### src/hw/rtl/hcpp_pkg.sv
package hcpp_pkg;

	localparam logic [7:0]  CH_HASH   = 8'h23;
	localparam logic [7:0]  CH_DASH   = 8'h2d;
	localparam logic [5:0]  CNT_MAX   = 6'd63;
	localparam logic [31:0] ERR_WORD  = 32'hffff_ffff;
	localparam logic [7:0]  OPAQUE    = 8'hff;
	localparam logic [5:0]  FMT_RGB   = 6'd3;
	localparam logic [5:0]  FMT_RRGGBB = 6'd6;
	localparam logic [5:0]  FMT_ARGB7 = 6'd7;
	localparam logic [5:0]  FMT_ARGB8 = 6'd8;

	typedef enum logic [1:0] {
		ST_VALID   = 2'd0,
		ST_RESET   = 2'd1,
		ST_INVALID = 2'd2
	} status_t;

	typedef enum logic {
		PH_IDLE   = 1'b0,
		PH_DIGITS = 1'b1
	} phase_t;

	typedef struct packed {
		status_t    status;
		logic [5:0] used;
		logic [7:0] alpha;
		logic [7:0] red;
		logic [7:0] green;
		logic [7:0] blue;
	} token_res_t;

	// bit 4 set when the character is a hex digit, low bits give its value
	function automatic logic [4:0] hex_decode(input logic [7:0] c);
		logic [4:0] r;
		r = 5'd0;
		if (c >= 8'h30 && c <= 8'h39) begin
			r = {1'b1, c[3:0]};
		end else if ((c >= 8'h61 && c <= 8'h66) || (c >= 8'h41 && c <= 8'h46)) begin
			r = {1'b1, c[3:0] + 4'd9};
		end
		return r;
	endfunction

endpackage

### src/hw/rtl/hex_color_parse_premultiply.sv
// channel  | handshake                   | payload
// char     | char_valid / char_ready     | char_code[7:0], end_of_text
// result   | result_valid / result_ready | color_word[31:0], status[1:0], consumed[5:0]
//
// one character per cycle while char_ready is high; a result passes the stage 1 register, then the output register
// stage 1 parses into a register, stage 2 premultiplies into the output register
// arst_n clears phase, digit state and both valid flags
// a stalled result blocks input only once both stage registers are full
module hex_color_parse_premultiply (
	input  logic        clk,
	input  logic        arst_n,
	input  logic        char_valid,
	output logic        char_ready,
	input  logic [7:0]  char_code,
	input  logic        end_of_text,
	output logic        result_valid,
	input  logic        result_ready,
	output logic [31:0] color_word,
	output logic [1:0]  status,
	output logic [5:0]  consumed
);

	logic                 res_valid;
	logic                 res_ready;
	hcpp_pkg::token_res_t res;

	hcpp_parse u_parse (
		.clk         (clk),
		.arst_n      (arst_n),
		.char_valid  (char_valid),
		.char_ready  (char_ready),
		.char_code   (char_code),
		.end_of_text (end_of_text),
		.res_valid   (res_valid),
		.res         (res),
		.res_ready   (res_ready)
	);

	hcpp_premul u_premul (
		.clk          (clk),
		.arst_n       (arst_n),
		.res_valid    (res_valid),
		.res          (res),
		.res_ready    (res_ready),
		.result_valid (result_valid),
		.result_ready (result_ready),
		.color_word   (color_word),
		.status       (status),
		.consumed     (consumed)
	);

endmodule

### src/hw/rtl/hcpp_parse.sv
module hcpp_parse (
	input  logic                  clk,
	input  logic                  arst_n,
	input  logic                  char_valid,
	output logic                  char_ready,
	input  logic [7:0]            char_code,
	input  logic                  end_of_text,
	output logic                  res_valid,
	output hcpp_pkg::token_res_t  res,
	input  logic                  res_ready
);

	hcpp_pkg::phase_t     phase_q, phase_d;
	logic [31:0]          acc_q, acc_d;
	logic [5:0]           cnt_q, cnt_d;
	logic                 s1_valid_q;
	hcpp_pkg::token_res_t s1_q;

	logic                 hit;
	logic [4:0]           hexd;
	logic [31:0]          acc_shift;
	logic [5:0]           cnt_inc;
	logic                 emit, direct;
	hcpp_pkg::status_t    dstat;
	logic [5:0]           dused;
	logic [31:0]          fin_acc;
	logic [5:0]           fin_cnt;
	hcpp_pkg::token_res_t res_d;

	assign char_ready = !s1_valid_q || res_ready;
	assign hit        = char_valid && char_ready;
	assign hexd       = hcpp_pkg::hex_decode(char_code);
	assign acc_shift  = {acc_q[27:0], hexd[3:0]};
	assign cnt_inc    = (cnt_q == hcpp_pkg::CNT_MAX) ? hcpp_pkg::CNT_MAX : cnt_q + 6'd1;

	// next phase
	always_comb begin
		phase_d = phase_q;
		unique case (phase_q)
			hcpp_pkg::PH_IDLE: begin
				if (char_code == hcpp_pkg::CH_HASH && !end_of_text) begin
					phase_d = hcpp_pkg::PH_DIGITS;
				end
			end
			hcpp_pkg::PH_DIGITS: begin
				if (!hexd[4] || end_of_text) begin
					phase_d = hcpp_pkg::PH_IDLE;
				end
			end
			default: phase_d = hcpp_pkg::PH_IDLE;
		endcase
	end

	// token outputs and digit state
	always_comb begin
		emit    = 1'b0;
		direct  = 1'b0;
		dstat   = hcpp_pkg::ST_INVALID;
		dused   = 6'd0;
		fin_acc = acc_q;
		fin_cnt = cnt_q;
		acc_d   = acc_q;
		cnt_d   = cnt_q;
		unique case (phase_q)
			hcpp_pkg::PH_IDLE: begin
				acc_d = 32'd0;
				cnt_d = 6'd0;
				if (char_code == hcpp_pkg::CH_DASH) begin
					emit   = 1'b1;
					direct = 1'b1;
					dstat  = hcpp_pkg::ST_RESET;
					dused  = 6'd1;
				end else if (char_code != hcpp_pkg::CH_HASH) begin
					emit   = 1'b1;
					direct = 1'b1;
				end else if (end_of_text) begin
					emit    = 1'b1;
					fin_acc = 32'd0;
					fin_cnt = 6'd0;
				end
			end
			hcpp_pkg::PH_DIGITS: begin
				if (!hexd[4]) begin
					emit = 1'b1;
				end else begin
					acc_d = acc_shift;
					cnt_d = cnt_inc;
					if (end_of_text) begin
						emit    = 1'b1;
						fin_acc = acc_shift;
						fin_cnt = cnt_inc;
					end
				end
			end
			default: begin
				acc_d = 32'd0;
				cnt_d = 6'd0;
			end
		endcase
		if (emit) begin
			acc_d = 32'd0;
			cnt_d = 6'd0;
		end
	end

	// format selection by digit count
	always_comb begin
		res_d.status = hcpp_pkg::ST_VALID;
		res_d.used   = (fin_cnt == hcpp_pkg::CNT_MAX) ? hcpp_pkg::CNT_MAX : fin_cnt + 6'd1;
		res_d.alpha  = fin_acc[31:24];
		res_d.red    = fin_acc[23:16];
		res_d.green  = fin_acc[15:8];
		res_d.blue   = fin_acc[7:0];
		case (fin_cnt)
			hcpp_pkg::FMT_RGB: begin
				res_d.alpha = hcpp_pkg::OPAQUE;
				res_d.red   = {fin_acc[11:8], fin_acc[11:8]};
				res_d.green = {fin_acc[7:4], fin_acc[7:4]};
				res_d.blue  = {fin_acc[3:0], fin_acc[3:0]};
			end
			hcpp_pkg::FMT_RRGGBB: begin
				res_d.alpha = hcpp_pkg::OPAQUE;
			end
			hcpp_pkg::FMT_ARGB7, hcpp_pkg::FMT_ARGB8: begin
				res_d.alpha = fin_acc[31:24];
			end
			default: begin
				res_d.status = hcpp_pkg::ST_INVALID;
			end
		endcase
		if (direct) begin
			res_d.status = dstat;
			res_d.used   = dused;
		end
	end

	always_ff @(posedge clk or negedge arst_n) begin
		if (!arst_n) begin
			phase_q    <= hcpp_pkg::PH_IDLE;
			acc_q      <= 32'd0;
			cnt_q      <= 6'd0;
			s1_valid_q <= 1'b0;
		end else begin
			if (hit) begin
				phase_q <= phase_d;
				acc_q   <= acc_d;
				cnt_q   <= cnt_d;
			end
			if (hit && emit) begin
				s1_valid_q <= 1'b1;
			end else if (res_ready) begin
				s1_valid_q <= 1'b0;
			end
		end
	end

	always_ff @(posedge clk) begin
		if (hit && emit) begin
			s1_q <= res_d;
		end
	end

	assign res_valid = s1_valid_q;
	assign res       = s1_q;

`ifndef ASSERT_OFF
	a_dash_resets: assert property (@(posedge clk) disable iff (!arst_n)
		hit && phase_q == hcpp_pkg::PH_IDLE && char_code == hcpp_pkg::CH_DASH
		|=> s1_valid_q && s1_q.status == hcpp_pkg::ST_RESET && s1_q.used == 6'd1)
		else $error("reset marker did not give a reset result");
	a_emit_clears: assert property (@(posedge clk) disable iff (!arst_n)
		hit && emit |=> phase_q == hcpp_pkg::PH_IDLE && cnt_q == 6'd0 && acc_q == 32'd0)
		else $error("token state not cleared after result");
	a_s1_hold: assert property (@(posedge clk) disable iff (!arst_n)
		s1_valid_q && !res_ready |=> s1_valid_q && $stable(s1_q))
		else $error("stalled parse result changed");
`endif

endmodule

### src/hw/rtl/hcpp_premul.sv
module hcpp_premul (
	input  logic                 clk,
	input  logic                 arst_n,
	input  logic                 res_valid,
	input  hcpp_pkg::token_res_t res,
	output logic                 res_ready,
	output logic                 result_valid,
	input  logic                 result_ready,
	output logic [31:0]          color_word,
	output logic [1:0]           status,
	output logic [5:0]           consumed
);

	logic        out_valid_q;
	logic [31:0] word_q;
	logic [1:0]  status_q;
	logic [5:0]  used_q;
	logic        load;
	logic [15:0] pr, pg, pb;
	logic [16:0] sr, sg, sb;
	logic [31:0] word_d;

	assign res_ready = !out_valid_q || result_ready;
	assign load      = res_valid && res_ready;

	// x / 255 for x up to 255 * 255 as (x + (x >> 8) + 1) >> 8
	assign pr = res.red * res.alpha;
	assign pg = res.green * res.alpha;
	assign pb = res.blue * res.alpha;
	assign sr = {1'b0, pr} + {9'd0, pr[15:8]} + 17'd1;
	assign sg = {1'b0, pg} + {9'd0, pg[15:8]} + 17'd1;
	assign sb = {1'b0, pb} + {9'd0, pb[15:8]} + 17'd1;

	always_comb begin
		if (res.status == hcpp_pkg::ST_VALID) begin
			word_d = {res.alpha, sr[15:8], sg[15:8], sb[15:8]};
		end else begin
			word_d = hcpp_pkg::ERR_WORD;
		end
	end

	always_ff @(posedge clk or negedge arst_n) begin
		if (!arst_n) begin
			out_valid_q <= 1'b0;
		end else if (load) begin
			out_valid_q <= 1'b1;
		end else if (result_ready) begin
			out_valid_q <= 1'b0;
		end
	end

	always_ff @(posedge clk) begin
		if (load) begin
			word_q   <= word_d;
			status_q <= res.status;
			used_q   <= res.used;
		end
	end

	assign result_valid = out_valid_q;
	assign color_word   = word_q;
	assign status       = status_q;
	assign consumed     = used_q;

`ifndef ASSERT_OFF
	a_err_word: assert property (@(posedge clk) disable iff (!arst_n)
		out_valid_q && status_q != hcpp_pkg::ST_VALID |-> word_q == hcpp_pkg::ERR_WORD)
		else $error("error result without all-ones word");
	a_zero_alpha: assert property (@(posedge clk) disable iff (!arst_n)
		out_valid_q && status_q == hcpp_pkg::ST_VALID && word_q[31:24] == 8'd0
		|-> word_q == 32'd0)
		else $error("zero alpha did not give zero word");
`endif

endmodule
### config.mk
export PLATFORM = sky130hd
export DESIGN_NAME = hex_color_parse_premultiply
export DESIGN_NICKNAME = d
export VERILOG_FILES = /design/src/hw/rtl/hcpp_pkg.sv /design/src/hw/rtl/hex_color_parse_premultiply.sv /design/src/hw/rtl/hcpp_parse.sv /design/src/hw/rtl/hcpp_premul.sv
export SDC_FILE = /design/constraint.sdc
export NUM_CORES = 1
export LEC_CHECK = 0
export BUFFER_PORTS_ARGS = -buffer_cell sky130_fd_sc_hd__buf_2
export CORE_MARGIN = 10
export CORE_UTILIZATION = 33
export DETAILED_ROUTE_END_ITERATION = 10
export HOLD_SLACK_MARGIN = 0.03
export PLACE_DENSITY = 0.56
export SETUP_SLACK_MARGIN = 0.15
export SLEW_MARGIN = 40
export SYNTH_ARGS = -nofsm -noshare
export SYNTH_HDL_FRONTEND = slang
export SYNTH_SLANG_ARGS = --single-unit
### constraint.sdc
create_clock -name clk -period 7.1 [get_ports clk]
set_input_delay 0.71 -clock clk [delete_from_list [all_inputs] [get_ports clk]]
set_output_delay 0.71 -clock clk [all_outputs]
set_load 0.005 [all_outputs]
== Word-level counts from Yosys, hierarchy flattened ==
Index checks and enable logic that the tools add are counted.
Word-level totals
  bits in registers: 121
  input port bits: 13
  output and inout bits: 42
  word-level logic and storage cells: 108
Cells by class
  add/subtract/negate cells: 9
  $mul: 3
  $lt $le $gt $ge: 6
  equality and inequality tests: 10
  multiplexer cells: 44
  bitwise logic cells: 1
  reductions and logical operators: 21
Operator list (number)
  two-way mux 32 bit: 7
  one-hot mux 32 bit (2 select lines): 2
  two-way mux 6 bit: 10
  adder 16 x 1 -> 16 bit (second input constant): 3
  adder 16 x 8 -> 16 bit: 3
  multiplier 8 x 8 -> 16 bit: 3
  two-way mux 24 bit: 1
  one-hot mux 6 bit (2 select lines): 2
  == test 8 x 6 -> 1 bit (second input constant): 2
  greater-or-equal comparator 8 x 7 -> 1 bit (second input constant): 2
  less-or-equal comparator 8 x 7 -> 1 bit (second input constant): 2
  two-way mux 1 bit: 14
  adder 6 x 1 -> 6 bit (second input constant): 2
  == test 6 x 3 -> 1 bit (second input constant): 2
  == test 6 bit (second input constant): 2
  two-way mux 5 bit: 2
  greater-or-equal comparator 8 x 6 -> 1 bit (second input constant): 1
  less-or-equal comparator 8 x 6 -> 1 bit (second input constant): 1
  two-way mux 8 bit: 1
  inequality test 8 x 6 -> 1 bit (second input constant): 1
  logical AND 1 bit: 7
  == test 6 x 2 -> 1 bit (second input constant): 1
  == test 6 x 4 -> 1 bit (second input constant): 1
  two-way mux 2 bit: 3
  11 further kinds: 19

== Logic depth before layout (Yosys ltp) ==
  depth after elaboration: 11
  gate-level depth with buffers: 26
  gate-level depth less buffers: 24

== Modules after synthesis ==
A second synthesis with hierarchy kept.
Unflattened totals
  cells, all modules: 1405
  area total of the unflattened synthesis: 13436.6 sq um
Modules (own cells, without submodules)
  hcpp_premul: instances 1, cells each 1000, area an instance 9222.6 sq um, sequential area each 1226.2 sq um
  hcpp_parse: instances 1, cells each 405, area an instance 4214.0 sq um, sequential area each 2202.1 sq um

== Worst setup path after synthesis ==
Ideal clock, no wire load.
  path type: flip-flop to flip-flop
  start point: register u_parse.s1_q, in the netlist u_parse.res[29]
  end point: register u_premul.word_q[18] (netlist: u_premul.color_word[18]), data pin
  setup time: 0.273 ns
  arrival time: 6.184 ns
  required time: 6.827 ns
  setup slack: 0.643 ns
  stages on the path, launching flop included: 25
  buffers on the path: 2
  period minus slack after synthesis: 6.457 ns
  cells stage by stage: edfxtp_1 -> clkbuf_1 -> nand2_1 -> fa_1 -> fa_1 -> inv_1 -> fa_1 -> inv_1 -> fa_1 -> inv_1 -> ha_1 -> buf_2 -> a21o_1 -> a221oi_1 -> xor2_1 -> inv_1 -> ha_1 -> nand2_1 -> or4_1 -> mux2i_1 -> o32ai_1 -> maj3_1 -> o21ai_0 -> and3_1 -> o21ai_0
Between the ends
  word-level cells in the longest chain between the ends: 3
RTL lines
  start: declaration: RTL line hcpp_parse.sv:17  | hcpp_pkg::token_res_t s1_q;
  start signal: assignment: RTL line hcpp_parse.sv:159  | s1_q <= res_d;
  multiplier 8 x 8 -> 16 bit: RTL line hcpp_premul.sv:27  | assign pr = res.red * res.alpha;
  adder 16 x 8 -> 16 bit: RTL line hcpp_premul.sv:30  | assign sr = {1'b0, pr} + {9'd0, pr[15:8]} + 17'd1;
  adder 16 x 1 -> 16 bit: RTL line hcpp_premul.sv:30
  end signal: assignment: RTL line hcpp_premul.sv:54  | word_q <= word_d;
  end: declaration: RTL line hcpp_premul.sv:15  | logic [31:0] word_q;
Every way passes these cells.
A chain may end at the register's enable or synchronous reset.

== Final worst setup path ==
  start point: register u_parse.s1_q, in the netlist u_parse.res[17]
  end point: register u_premul.word_q[17] (netlist: u_premul.color_word[17]), data pin
The elaborated chain is that of the path after synthesis.

==> impl_results.md <==
- Clock skew: approximately 20 ps
- Max cap viols: 0
- Die X: ~220 um
- Core region area: ~41000 um2
- Gr usage total: 12.9%
- Tightest Pin Transition: 806 ps
- Clock sink total: ~120
- Setup ws final: between 400 and 500 ps
- Antenna-violating nets left: 0
- Required @ worst endpoint: roughly 7300 ps
- Core Util, Final: 37.5%
- PwrDens: 208 nW/um2
- Fillers: between 4000 and 5000
- Final worst path period share: around 94%
- Reg2reg setup slack: about 460 ps
- H-tree depth: 4
- Synth cell types: 78
- Hold Fails Final Rpt: 0
- Post-Syn Area: approximately 14000 um2
- Worst slack, placed: approximately 27 ps
- Worst min-delay path class: input port to async pin
- DR DRC count: 0
- Setup total negative slack: 0 ps
- Routability Congestion: just over 0.8
- Worst-path maximum fanout: 9
- Peak Freq: between 0.15 and 0.2 GHz
- # port buffers: 54
- Total power: around 3200 uW
- Cell count after synthesis: between 1000 and 1500
- Final min period: 6640 ps
- Largest net degree at the start of global routing: 42
- N_diodes: 0
- Unrepaired setup endpoints after global routing: false
- # hold bufs at CTS: 0
- Syn avg cell area: 9.36 um2
- DIE HEIGHT: around 220 um
- Worst setup EP type: flop
- Number of global-route vias before repair: slightly above 10000
- Commonest non-fill, non-tap cell in the layout: inv_1
- Post-synth EDFFs: 80
- Crit path DAT: approximately 6900 ps
- Gr ovfl total: 0
- Total wire length: 31.8 mm
- Starting DRT DRC Count: 576
- Slew Limit Fails: 0
- CTS tree: built
- Most frequent cells in the layout: inv_1, and2_1, nand2_1
- 1st-pass router iterations: 5
- Initial antenna violation count: 0
- Synthesis warning total: 0
- Nets: roughly 1800
- CTS Buffer Depth: 2
- Die ar.: 49500 um2
- Worst vdd ir: about 180 uV
- Clock slew at reported path FFs: around 60 ps
- Syn_nets: 1700
- Site Rows: between 70 and 80
- Worst hold slack: about 240 ps
- Io pins: 55
- Clk Latency, worst-skew pair: approximately 450 ps
- Pleak: approximately 0.007 uW
- Share of the yosys chip area belonging to registers: between 20% and 30%
- DR vias: about 10000
- Crit Path Class: flop to flop
- Share of cells above drive strength 1: 10.7%
- Total CTS buffers: 17
- Synth Register Bits: between 100 and 150
- Slew margin rel.: 45.9%
- Vias per cell: approximately 5
- Outcome: finished, final reports clean
- First-pass GRT wire length: 53.1 mm
- Setup Viol. Count Final: 0
- Syn-to-layout area delta: 12.6%
- Asr flop ratio synth: 33.9%
- Initial Util: 33.3%
- Startpoint Class: flop
- Synth Flop Type: edfxtp_1
- HPWL Detailed: 24.1 mm
- Root buffer cell: clkbuf_16
- Routed WL per cell: between 15 and 20 um
==> Yosys cell counts (11+ instances only) <==
master | n | share of area (%)
o21a_1 | 15 | 0.83
a21oi_1 | 43 | 1.6
a31oi_1 | 12 | 0.55
or3_1 | 16 | 0.74
nor2_1 | 51 | 1.4
mux2i_1 | 37 | 2.7
dfrtp_1 | 41 | 7.6
and2_1 | 173 | 8.0
a21o_1 | 19 | 1.1
a211oi_1 | 15 | 0.83
and3_1 | 19 | 0.88
xnor2_1 | 19 | 1.2
fa_1 | 108 | 16
a22oi_1 | 22 | 1.2
inv_1 | 178 | 4.9
nand2_1 | 139 | 3.9
o21ai_0 | 43 | 1.6
a22o_1 | 30 | 1.9
edfxtp_1 | 80 | 18
clkbuf_1 | 46 | 1.3
ha_1 | 134 | 12
nand3_1 | 22 | 0.81
xor2_1 | 15 | 0.97
nor3_1 | 11 | 0.41
==> registers in the layout (all words and copies together), names as in the netlist <==
| name | flops |
|---|---|
| u_premul.result_valid | 1 |
| u_parse.res | 40 |
| u_parse.res_valid | 1 |
| u_parse.acc_q | 32 |
| u_parse.phase_q | 1 |
| u_premul.consumed | 6 |
| u_premul.status | 2 |
| u_premul.color_word | 32 |
| u_parse.cnt_q | 6 |
==> metal layers <==
layer | vias up | share of wire, % | global-route usage (%)
li1 | 5139 | - | -
met1 | 5067 | 48 | 17.4
met2 | 185 | 47 | 20.6
met3 | 27 | 3.5 | 2.28
met4 | 0 | 1.7 | 4.01
met5 | - | 0 | 0
==> worst paths after layout <==
kind / from / end / depth (start not counted)
hold / removal: arst_n / u_parse.cnt_q[3] / 1
hold reg to reg: u_parse.res[34] / u_premul.consumed[2] / 0
max in group asynchronous: arst_n / u_parse.acc_q[29] / 1
min in group clk: u_parse.res[34] / u_premul.consumed[2] / 0
setup reg to reg: u_parse.res[17] / u_premul.color_word[17] / 22
setup / recovery: u_parse.res[17] / u_premul.color_word[17] / 22
==> area by class of cell <==
cell class | count | area, um2 | area share [%]
Timing Repair Buffer | 93 | 606 | 3.98
Tap cell | 532 | 666 | 4.37
Sequential cell | 121 | 3430 | 22.5
Clock inverter | 9 | 87.6 | 0.575
Multi-Input combinational cell | 1091 | 9300 | 61.0
Clock buffer | 23 | 479 | 3.15
Inverter | 178 | 668 | 4.39
==> through the flow <==
step                      cells  cell area, um2
after detailed placement   1999           14500
after global routing       2047           15200
after floorplan            1445           13500
after CTS                  2035           15100
final                      2047           15200
after global placement     1995           14400
==> worst max-delay path: stages (launching register included) <==
cell and delay [ps]:
edfxtp_1 510, nand2_1 120, fa_1 490, fa_1 540, inv_1 50, fa_1 530, inv_1 60, fa_1 520
inv_1 40, ha_1 390, a21o_1 240, a221oi_2 350, xor2_1 280, inv_1 100, ha_1 330, nand2_1 90
or4_1 400, mux2i_1 150, o32ai_1 140, or3_1 330, o22a_1 260, mux2i_1 150, nor4_1 350
==> what timing repair did <==
| item | 4_1_cts | 5_1_grt |
|---|---|---|
| gates resized for setup | 0 | 12 |
| pin swaps | 0 | 2 |
| endpoints found under the setup margin | 9 | 23 |
| buffers inserted | 4 | 11 |
==> power by group <==
part	switching (uW)	internal, uW
logic	902	614
clock network	329	512
registers	29.8	783
==> logic make-up after synthesis <==
kind of cell             Yosys count  share of synthesized area, %
AO/OA/AOI/OAI                    278                          14.8
XOR/XNOR                          35                          2.38
adder cells (fa/ha/maj)          243                          28.4
buffers and inverters            233                          6.62
flip-flops                       121                          25.3
multiplexers                      38                          2.82
AND/OR/NAND/NOR                  497                          19.6
(Power assumes the default switching activity.)
